<file path="src/rtl/core/uks_pkg.sv">
`default_nettype none
package uks_pkg;

  localparam int OPCODE_W      = 2;
  localparam int STATUS_W      = 2;
  localparam int KEY_W         = 32;
  localparam int VALUE_W       = 32;
  localparam int COUNT_W       = 5;
  localparam int DEPTH_DEFAULT = 16;

  // Request kinds.
  localparam logic [OPCODE_W-1:0] OP_PUSH = 2'd0;
  localparam logic [OPCODE_W-1:0] OP_POP  = 2'd1;
  localparam logic [OPCODE_W-1:0] OP_PEEK = 2'd2;

  // Result status codes.
  localparam logic [STATUS_W-1:0] ST_OK    = 2'd0;
  localparam logic [STATUS_W-1:0] ST_DUP   = 2'd1;
  localparam logic [STATUS_W-1:0] ST_UNDER = 2'd2;
  localparam logic [STATUS_W-1:0] ST_FULL  = 2'd3;

  // Shift command broadcast to every cell of the chain.
  typedef struct packed {
    logic push;
    logic pop;
  } shift_t;

endpackage
`default_nettype wire

</file>
<file path="src/rtl/core/uks_cell.sv">
`default_nettype none
// One stack slot. Cell 0 is the top of stack; a push moves every entry one
// cell deeper and a pop moves every entry one cell up.
module uks_cell #(
  parameter int CNT_W = 5,
  parameter int INDEX = 0
) (
  input  wire logic                      clk,
  input  wire uks_pkg::shift_t           shift,
  input  wire logic [CNT_W-1:0]          fill,
  input  wire logic [uks_pkg::KEY_W-1:0]   up_key,
  input  wire logic [uks_pkg::VALUE_W-1:0] up_value,
  input  wire logic [uks_pkg::KEY_W-1:0]   down_key,
  input  wire logic [uks_pkg::VALUE_W-1:0] down_value,
  input  wire logic [uks_pkg::KEY_W-1:0]   cmp_key,
  output logic [uks_pkg::KEY_W-1:0]        cell_key,
  output logic [uks_pkg::VALUE_W-1:0]      cell_value,
  output logic                           match
);
  import uks_pkg::*;

  logic occupied;

  // Slot INDEX holds a live entry when more than INDEX entries are stacked.
  assign occupied = (fill > CNT_W'(INDEX));
  assign match    = occupied && (cell_key == cmp_key);

  always_ff @(posedge clk) begin
    if (shift.push) begin
      cell_key   <= up_key;
      cell_value <= up_value;
    end else if (shift.pop) begin
      cell_key   <= down_key;
      cell_value <= down_value;
    end
  end

endmodule
`default_nettype wire

</file>
<file path="src/rtl/core/unique_key_stack.sv">
`default_nettype none
// Last-in-first-out stack of up to DEPTH key/value pairs that never holds
// two entries with the same key. Each input word is a push, pop or peek; each
// request yields exactly one result word carrying a status (ok, duplicate
// key, underflow, full), the popped or peeked pair (zero otherwise), the
// entry count after the request and an empty flag. A push whose key is
// already present reports duplicate even when the stack is also full, and
// the unused opcode leaves the stack alone and reports ok. The entries live
// in a row of cells with the top of stack in cell 0; every cell compares its
// key against the request key in the same cycle and the whole row shifts by
// one place on a push or pop. The block sustains one request per cycle: the
// single output register is the only limit, and a new word is taken whenever
// that register is empty or its word is being taken in the same cycle. The
// entry count is reported in five bits, enough for the default depth of 16.
module unique_key_stack #(
  parameter int DEPTH = uks_pkg::DEPTH_DEFAULT
) (
  input  wire logic                          clk,
  input  wire logic                          rst,
  input  wire logic                          in_valid,
  output logic                               in_ready,
  input  wire logic [uks_pkg::OPCODE_W-1:0]  opcode,
  input  wire logic signed [uks_pkg::KEY_W-1:0]   entry_key,
  input  wire logic signed [uks_pkg::VALUE_W-1:0] entry_value,
  output logic                               out_valid,
  input  wire logic                          out_ready,
  output logic [uks_pkg::STATUS_W-1:0]       status,
  output logic signed [uks_pkg::KEY_W-1:0]   top_key,
  output logic signed [uks_pkg::VALUE_W-1:0] top_value,
  output logic [uks_pkg::COUNT_W-1:0]        entry_count,
  output logic                               is_empty
);
  import uks_pkg::*;

  localparam int CNT_W = $clog2(DEPTH + 1);

  // Cell chain data.
  logic [KEY_W-1:0]   cell_key   [DEPTH];
  logic [VALUE_W-1:0] cell_value [DEPTH];
  logic [DEPTH-1:0]   match;
  shift_t             shift;

  // Control state.
  logic [CNT_W-1:0] count;
  logic [CNT_W-1:0] count_next;

  // Request decode.
  logic                accept;
  logic                dup;
  logic                full;
  logic                empty;
  logic [STATUS_W-1:0] status_next;
  logic                give_top;
  logic [CNT_W+COUNT_W-1:0] count_wide;

  assign in_ready = !out_valid || out_ready;
  assign accept   = in_valid && in_ready;

  assign dup   = |match;
  assign full  = (count == CNT_W'(DEPTH));
  assign empty = (count == '0);

  always_comb begin
    shift       = '0;
    status_next = ST_OK;
    give_top    = 1'b0;
    count_next  = count;
    unique case (opcode)
      OP_PUSH: begin
        if (dup) begin
          status_next = ST_DUP;
        end else if (full) begin
          status_next = ST_FULL;
        end else begin
          shift.push = accept;
          count_next = count + CNT_W'(1);
        end
      end
      OP_POP: begin
        if (empty) begin
          status_next = ST_UNDER;
        end else begin
          shift.pop  = accept;
          give_top   = 1'b1;
          count_next = count - CNT_W'(1);
        end
      end
      OP_PEEK: begin
        if (empty) begin
          status_next = ST_UNDER;
        end else begin
          give_top = 1'b1;
        end
      end
      default: begin
        // Unused opcode: nothing moves, status stays ok.
      end
    endcase
  end

  // The reported count is the low bits of the post-request count.
  assign count_wide = {{COUNT_W{1'b0}}, count_next};

  // The row of cells. Cell 0 takes the pushed pair from the request; the
  // deepest cell takes zeros on a pop, which are never read as live data.
  for (genvar i = 0; i < DEPTH; i++) begin : g_cell
    logic [KEY_W-1:0]   up_key;
    logic [VALUE_W-1:0] up_value;
    logic [KEY_W-1:0]   down_key;
    logic [VALUE_W-1:0] down_value;

    if (i == 0) begin : g_top
      assign up_key   = entry_key;
      assign up_value = entry_value;
    end else begin : g_mid
      assign up_key   = cell_key[i-1];
      assign up_value = cell_value[i-1];
    end

    if (i == DEPTH - 1) begin : g_bottom
      assign down_key   = '0;
      assign down_value = '0;
    end else begin : g_inner
      assign down_key   = cell_key[i+1];
      assign down_value = cell_value[i+1];
    end

    uks_cell #(
      .CNT_W (CNT_W),
      .INDEX (i)
    ) u_cell (
      .clk        (clk),
      .shift      (shift),
      .fill       (count),
      .up_key     (up_key),
      .up_value   (up_value),
      .down_key   (down_key),
      .down_value (down_value),
      .cmp_key    (entry_key),
      .cell_key   (cell_key[i]),
      .cell_value (cell_value[i]),
      .match      (match[i])
    );
  end

  // Fill count and output handshake.
  always_ff @(posedge clk) begin
    if (rst) begin
      count     <= '0;
      out_valid <= 1'b0;
    end else begin
      if (accept) begin
        count <= count_next;
      end
      if (accept) begin
        out_valid <= 1'b1;
      end else if (out_ready) begin
        out_valid <= 1'b0;
      end
    end
  end

  // Result word; loaded only when a request is taken.
  always_ff @(posedge clk) begin
    if (accept) begin
      status      <= status_next;
      top_key     <= give_top ? cell_key[0] : '0;
      top_value   <= give_top ? cell_value[0] : '0;
      entry_count <= count_wide[COUNT_W-1:0];
      is_empty    <= (count_next == '0);
    end
  end

endmodule
`default_nettype wire

</file>
<file path="config.mk">
export PLATFORM = sky130hd
export DESIGN_NAME = unique_key_stack
export DESIGN_NICKNAME = d
export VERILOG_FILES = /design/src/rtl/core/uks_pkg.sv /design/src/rtl/core/uks_cell.sv /design/src/rtl/core/unique_key_stack.sv
export SDC_FILE = /design/constraint.sdc
export NUM_CORES = 2
export LEC_CHECK = 0
export BUFFER_PORTS_ARGS = -buffer_cell sky130_fd_sc_hd__buf_4
export CORE_MARGIN = 8
export CORE_UTILIZATION = 50
export DETAILED_ROUTE_END_ITERATION = 16
export PLACE_DENSITY = 0.69
export SYNTH_ARGS = -nofsm -noshare
export SYNTH_HDL_FRONTEND = slang
export SYNTH_SLANG_ARGS = --single-unit
</file>
<file path="constraint.sdc">
create_clock -name clk -period 50.5 [get_ports clk]
set_clock_uncertainty 0.05 [all_clocks]
set_input_delay 12.625 -clock clk [delete_from_list [all_inputs] [get_ports clk]]
set_output_delay 12.625 -clock clk [all_outputs]
set_load 0.05 [all_outputs]
</file>
=== Word level (Yosys, flattened, before mapping) ===
Index checks and enable logic that the tools add are counted.

* Add/sub/neg operators: 2
* Magnitude comparators: 16
* Equality and inequality tests: 19
* Multiplexer cells: 80
* Reduce and logical (&&, ||, !) cells: 26

{| class="wikitable"
|+ Operators by type and width
! operator !! number
|-
| two-way mux 32 bit || 63
|-
| == test 32 bit || 16
|-
| > comparator 5 x 4 -> 1 bit (second input constant) || 8
|-
| > comparator 5 x 3 -> 1 bit (second input constant) || 4
|-
| logical AND 1 bit || 17
|-
| OR reduction 16 bit || 1
|-
| two-way mux 5 bit || 3
|-
| > comparator 5 x 1 -> 1 bit (second input constant) || 2
|-
| > comparator 5 x 2 -> 1 bit (second input constant) || 2
|-
| zero test 5 bit || 2
|-
| one-hot mux 5 bit (2 select lines) || 1
|-
| two-way mux 1 bit || 9
|-
| two-way mux 2 bit || 3
|-
| adder 5 x 1 -> 5 bit (second input constant) || 1
|-
| == test 5 bit (second input constant) || 1
|-
| subtractor 5 x 1 -> 5 bit (second input constant) || 1
|-
| one-hot mux 2 bit (2 select lines) || 1
|-
| nonzero test 2 bit || 2
|-
| == test 2 x 1 -> 1 bit (second input constant) || 1
|-
| == test 2 bit (second input constant) || 1
|-
| zero test 2 bit || 1
|-
| OR reduction 2 bit || 1
|-
| zero test 1 bit || 1
|-
| logical OR 1 bit || 1
|}

* Register bits: 1102
* Input port bits: 70
* Output and inout bits: 74
* Logic and storage cells: 182

=== Logic depth before layout (Yosys ltp) ===
* Word-level depth: 7
* Depth in mapped cells: 15
* Mapped depth without buffers: 12

=== Cells and area by module ===
A second synthesis with hierarchy kept.

* Cells, all modules: 3127
* Area total of the unflattened synthesis: 52237.6 µm²

{| class="wikitable"
|+ By module, submodules not included
! module !! instances !! cells an instance !! area an instance (µm²)
|-
| uks_cell (g_cell[14].u_cell ...) || 2 || 180 || 3056.7
|-
| unique_key_stack || 1 || 240 || 3280.6
|-
| uks_cell (g_cell[12].u_cell) || 1 || 181 || 3081.7
|-
| uks_cell (g_cell[2].u_cell) || 1 || 180 || 3078.0
|-
| uks_cell (g_cell[1].u_cell) || 1 || 180 || 3070.4
|-
| uks_cell (g_cell[0].u_cell) || 1 || 181 || 3066.7
|-
| uks_cell (g_cell[5].u_cell) || 1 || 181 || 3065.4
|-
| uks_cell (g_cell[8].u_cell) || 1 || 180 || 3061.7
|-
| uks_cell (g_cell[9].u_cell) || 1 || 181 || 3060.4
|-
| uks_cell (g_cell[10].u_cell) || 1 || 181 || 3059.2
|-
| uks_cell (g_cell[11].u_cell) || 1 || 181 || 3056.7
|-
| uks_cell (g_cell[13].u_cell) || 1 || 180 || 3054.2
|-
| uks_cell (g_cell[15].u_cell) || 1 || 180 || 3051.7
|-
| uks_cell (g_cell[4].u_cell) || 1 || 181 || 3049.2
|-
| 2 more rows || n/a || n/a || n/a
|}

=== Least setup slack after synthesis ===
OpenSTA, ideal clock, no wires.

* Kind: in2reg
* Start point: input port entry_key[14] in the netlist's numbering
* End point: register g_cell[0].u_cell.cell_key[0] in the netlist's numbering, enable pin
* Data arrival time: 34.521 ns
* Path slack: 14.568 ns
* Stages: 12
* Buffers on the path: 2
* Cell sequence: buf_2 > xor2_1 > nor4_1 > o211ai_1 > nor4_1 > or4_1 > a2111o_1 > or2_1 > nor3_2 > buf_2 > o21ai_1 > inv_1

* Word-level cells in the longest chain between the ends: 6
* Elaborated cells on any way between the ends: 36
* Those cells by class: 16 x eq/ne; 2 x mux; 18 x reduce/logical

{| class="wikitable"
|+ Ends and longest elaborated chain
! item !! RTL line !! text
|-
| start, declared || unique_key_stack.sv:23 || <nowiki>input wire logic signed [uks_pkg::KEY_W-1:0] entry_key,</nowiki>
|-
| == test 32 bit || uks_cell.sv:26 || <nowiki>assign match = occupied && (cell_key == cmp_key);</nowiki>
|-
| logical AND 1 bit || uks_cell.sv:26 ||
|-
| OR reduction 16 bit (*) || unique_key_stack.sv:59 || <nowiki>assign dup = |match;</nowiki>
|-
| two-way mux 1 bit (*) || unique_key_stack.sv:70 || <nowiki>if (dup) begin</nowiki>
|-
| two-way mux 1 bit (*) || unique_key_stack.sv:68 || <nowiki>unique case (opcode)</nowiki>
|-
| nonzero test 2 bit (no line) (*) || n/a ||
|-
| end signal, assigned || uks_cell.sv:30 || <nowiki>cell_key <= up_key;</nowiki>
|-
| end signal, assigned || uks_cell.sv:33 || <nowiki>cell_key <= down_key;</nowiki>
|-
| end, declared || uks_cell.sv:16 || <nowiki>output logic [uks_pkg::KEY_W-1:0] cell_key,</nowiki>
|}

Every way passes the cells marked *; elsewhere a longest branch is shown, timed or not.
A chain may end at the register's enable or synchronous reset.

=== Worst setup path after layout ===
* Start point: input port out_ready
* End point: output port in_ready

* Word-level cells in the longest chain between the ends: 1

{| class="wikitable"
|+ Ends and longest elaborated chain
! item !! RTL line !! text
|-
| start, declared || unique_key_stack.sv:26 || <nowiki>input wire logic out_ready,</nowiki>
|-
| logical OR 1 bit || unique_key_stack.sv:56 || <nowiki>assign in_ready = !out_valid || out_ready;</nowiki>
|-
| end, declared || unique_key_stack.sv:21 || <nowiki>output logic in_ready,</nowiki>
|}

No other way between the ends.

==> summary.md <==
| Metric | Value |
|---|---|
| Status | `finished clean` |
| Worst min path class | `register to register` |
| Cell Count, Final, Fillers Out | `4763` |
| Layout filler cell count | `8151` |
| Cell variety after synth | `between 40 and 50` |
| Max Slew Vio Count | `0` |
| Area of the core | `just over 0.1 mm^2` |
| Minimum clock period | `~26 ns` |
| Critical path, cell by cell | `buf_4 > nand2b_1 > buf_4` |
| Final worst slack | `between 20 and 25 ns` |
| Critical path class | `input port to output port` |
| MaxCap Viol Count | `0` |
| P_leak | `about 19 nW` |
| Top cells by area, synth | `edfxtp_1, mux2_2, mux2_1` |
| R2R Setup Slk | `a little over 40 ns` |
| Synth area leader | `edfxtp_1` |
| Detailed router's first-iteration violation count | `approximately 2.7k` |
| Crit path max fanout | `3` |
| Fin Setup TNS | `0 ns` |
| Avg Cell Area, Syn | `around 16 um^2` |
| Top FF cell, synth | `edfxtp_1` |
| Worst path max stage delay | `between 0.2 and 0.25 ns` |
| Post-synth EDFFs | `~1.1k` |
| Port buffer count | `about 140` |
| RSZ-0062 raised after global routing | `false` |
| DRC | `0` |
| Hold_buf cts | `0` |
| Starting Density | `0.503` |
| Flops & latches, synth | `approximately 1.1k` |
| Critical path launch point type | `input port` |
| Setup bufs post-CTS | `0` |
| Final GP Congestion | `~0.92` |
| Largest net degree at the start of global routing | `between 200 and 250` |
| Ys async rst share | `0` |
| DP HPWL | `slightly above 80 mm` |
| Most frequent cell after synthesis | `edfxtp_1` |
| Inserted Diodes | `0` |
| All-Layer GR Usage | `0.204` |
| Worst Tran Pin Value | `between 1 and 1.5 ns` |
| Final setup violation count | `0` |
| Resize count post-CTS | `0` |
| Pwr Density | `approximately 37 mW/mm^2` |
| Clock sink count | `around 1.1k` |
| Initial antenna violation count | `3` |
| P&R area growth vs syn | `10.5%` |
| Worst slew margin | `0.156` |
| Fin nets | `3365` |
| Post-DRT Antenna Nets | `0` |
| Clock Tree Root | `clkbuf_16` |
| Worst path most repeated cell | `buf_4` |
| Final hold violations | `0` |
| Critical Path Sink Type | `output port` |
| Mapped Nets | `about 3.3k` |
| Worst path buffer plus inverter count | `2` |
| Clk slew on worst S/H paths | `0.06 ns` |
| Synth top area share | `0.632` |
| Total die area | `0.115 mm^2` |
| Die X | `between 300 and 400 um` |
| Fmax | `between 30 and 40 MHz` |
| Share of post-route cells with drive strength above 1 | `0.263` |
| Total CTS buffers | `113` |
| Syn Inst Count | `roughly 3.2k` |
| Drt pass-1 iters | `5` |
| Worst-skew pair later-pin latency | `0.72 ns` |
| First-pass GRT wire length | `183 mm` |
| Mapped cell area | `0.0521 mm^2` |
| CP top delay family | `buffers and inverters` |
| Post-place setup slack | `24.70 ns` |
| CP required | `between 30 and 40 ns` |
| YS warnings | `0` |
| Sequential area share after synthesis | `0.634` |
| Max Root-Sink Buffers | `3` |
| Slowest CP cell | `buf_4` |
| CTS tree | `yes` |
| Worst vdd ir | `between 0.00003 and 0.00004 V` |
| # H-tree levels | `3` |
| Final worst path period share | `0.511` |
| Via density | `~5.8` |
| Placement Rows | `between 100 and 150` |
| Total grt overflow | `0` |
| Placed insts | `about 4.6k` |
| Post-synth top cells | `edfxtp_1, mux2_2, mux2_1` |
| WL final | `between 100 and 150 mm` |
| Vias in the first global route | `~29k` |
| Die Ht | `339 um` |
| WP data arrival | `~13 ns` |
| WL per Instance | `around 25 um` |
| IO Pins | `144` |
| Vias | `approximately 28k` |
[layer usage]
| metal | wire length, um | global-route usage | share of wire | up-vias |
|---|---|---|---|---|
| met3 | 7580 | 0.0383 | 0.063 | 169 |
| met2 | 57500 | 0.331 | 0.48 | 858 |
| met4 | 2560 | 0.0484 | 0.021 | 4 |
| met1 | 53000 | 0.284 | 0.44 | 14100 |
| met5 | 27 | 0 | 0.00022 | - |
| li1 | - | - | - | 12400 |
[metrics by stage]
stage	total power [mW]	util	hold WS [ns]	instance area, um^2
floorplan	1.31	-	0.451	52100
global placement	1.33	0.522	0.467	54000
detailed placement	1.34	0.522	0.466	54000
CTS	2.14	0.556	0.489	57600
global route	2.19	0.556	0.507	57600
finish	2.12	0.556	0.484	57600
[cells by family (layout without fill, tap and decap cells)]
family                     after synthesis  after routing  share of synthesized area
AOI/OAI and AO/OA                       52             52                    0.00685
and+or+nand+nor                        356            356                     0.0409
xor gates and xnor gates               510            510                     0.0857
muxes                                  958            958                      0.207
DFF                                   1102           1102                      0.634
adders and majority gates                9              9                    0.00216
buffers and inverters                  223            396                     0.0232
[cell type report]
cell class | instances | area [um^2] | area share
Clock buffer | 133 | 2900 | 0.0504
Clock inverter | 79 | 636 | 0.0110
Inverter | 17 | 76.3 | 0.00133
Multi-Input combinational cell | 1885 | 17900 | 0.311
Sequential cell | 1102 | 33000 | 0.574
Tap cell | 1380 | 1730 | 0.0300
Timing Repair Buffer | 167 | 1300 | 0.0227
[where the power goes]
part | total, mW | switching (mW) | internal, mW | leakage, nW
combinational | 0.207 | 0.128 | 0.0793 | 7.50
sequential | 1.11 | 0.0367 | 1.07 | 10.2
clock | 0.801 | 0.362 | 0.439 | 1.73
total | 2.12 | 0.526 | 1.59 | 19.5
[worst reg2reg max path, delay by kind of cell, from the launching register on]
family	cells	cell delay (ns)
buffers and inverters	5	4.37
DFF	1	0.54
AOI/OAI and AO/OA	4	1.65
and+or+nand+nor	4	1.91
[path summary, 6_finish.rpt]
kind / depth (start not counted) / from / to
setup / recovery: 3 / out_ready / in_ready
setup reg to reg: 13 / count[2]$_SDFFE_PP0P_ / g_cell[12].u_cell.cell_value[21]$_DFFE_PP_
hold / removal: 1 / g_cell[15].u_cell.cell_value[2]$_SDFFCE_PP0P_ / g_cell[14].u_cell.cell_value[2]$_DFFE_PP_
hold reg to reg: 1 / g_cell[15].u_cell.cell_value[2]$_SDFFCE_PP0P_ / g_cell[14].u_cell.cell_value[2]$_DFFE_PP_
[sequential cells by signal (all words and copies together), names as in the netlist]
name	count
g_cell.u_cell.cell_value	512
is_empty	1
out_valid	1
status	2
top_value	32
entry_count	5
g_cell.u_cell.cell_key	512
top_key	32
count	5
[cells in the final DEF, fill, tap and decap left out, types with 15 or more instances in the layout]
| master | instances |
|---|---|
| and3_1 | 132 |
| buf_4 | 163 |
| clkbuf_1 | 20 |
| clkbuf_16 | 113 |
| clkinv_1 | 36 |
| clkinv_2 | 27 |
| edfxtp_1 | 1096 |
| inv_1 | 15 |
| mux2_1 | 397 |
| mux2_2 | 560 |
| nand3_1 | 22 |
| nand4_1 | 49 |
| nor2_1 | 15 |
| nor4_1 | 99 |
| xnor2_1 | 153 |
| xor2_1 | 357 |
Power figures use the tool's default switching activity.
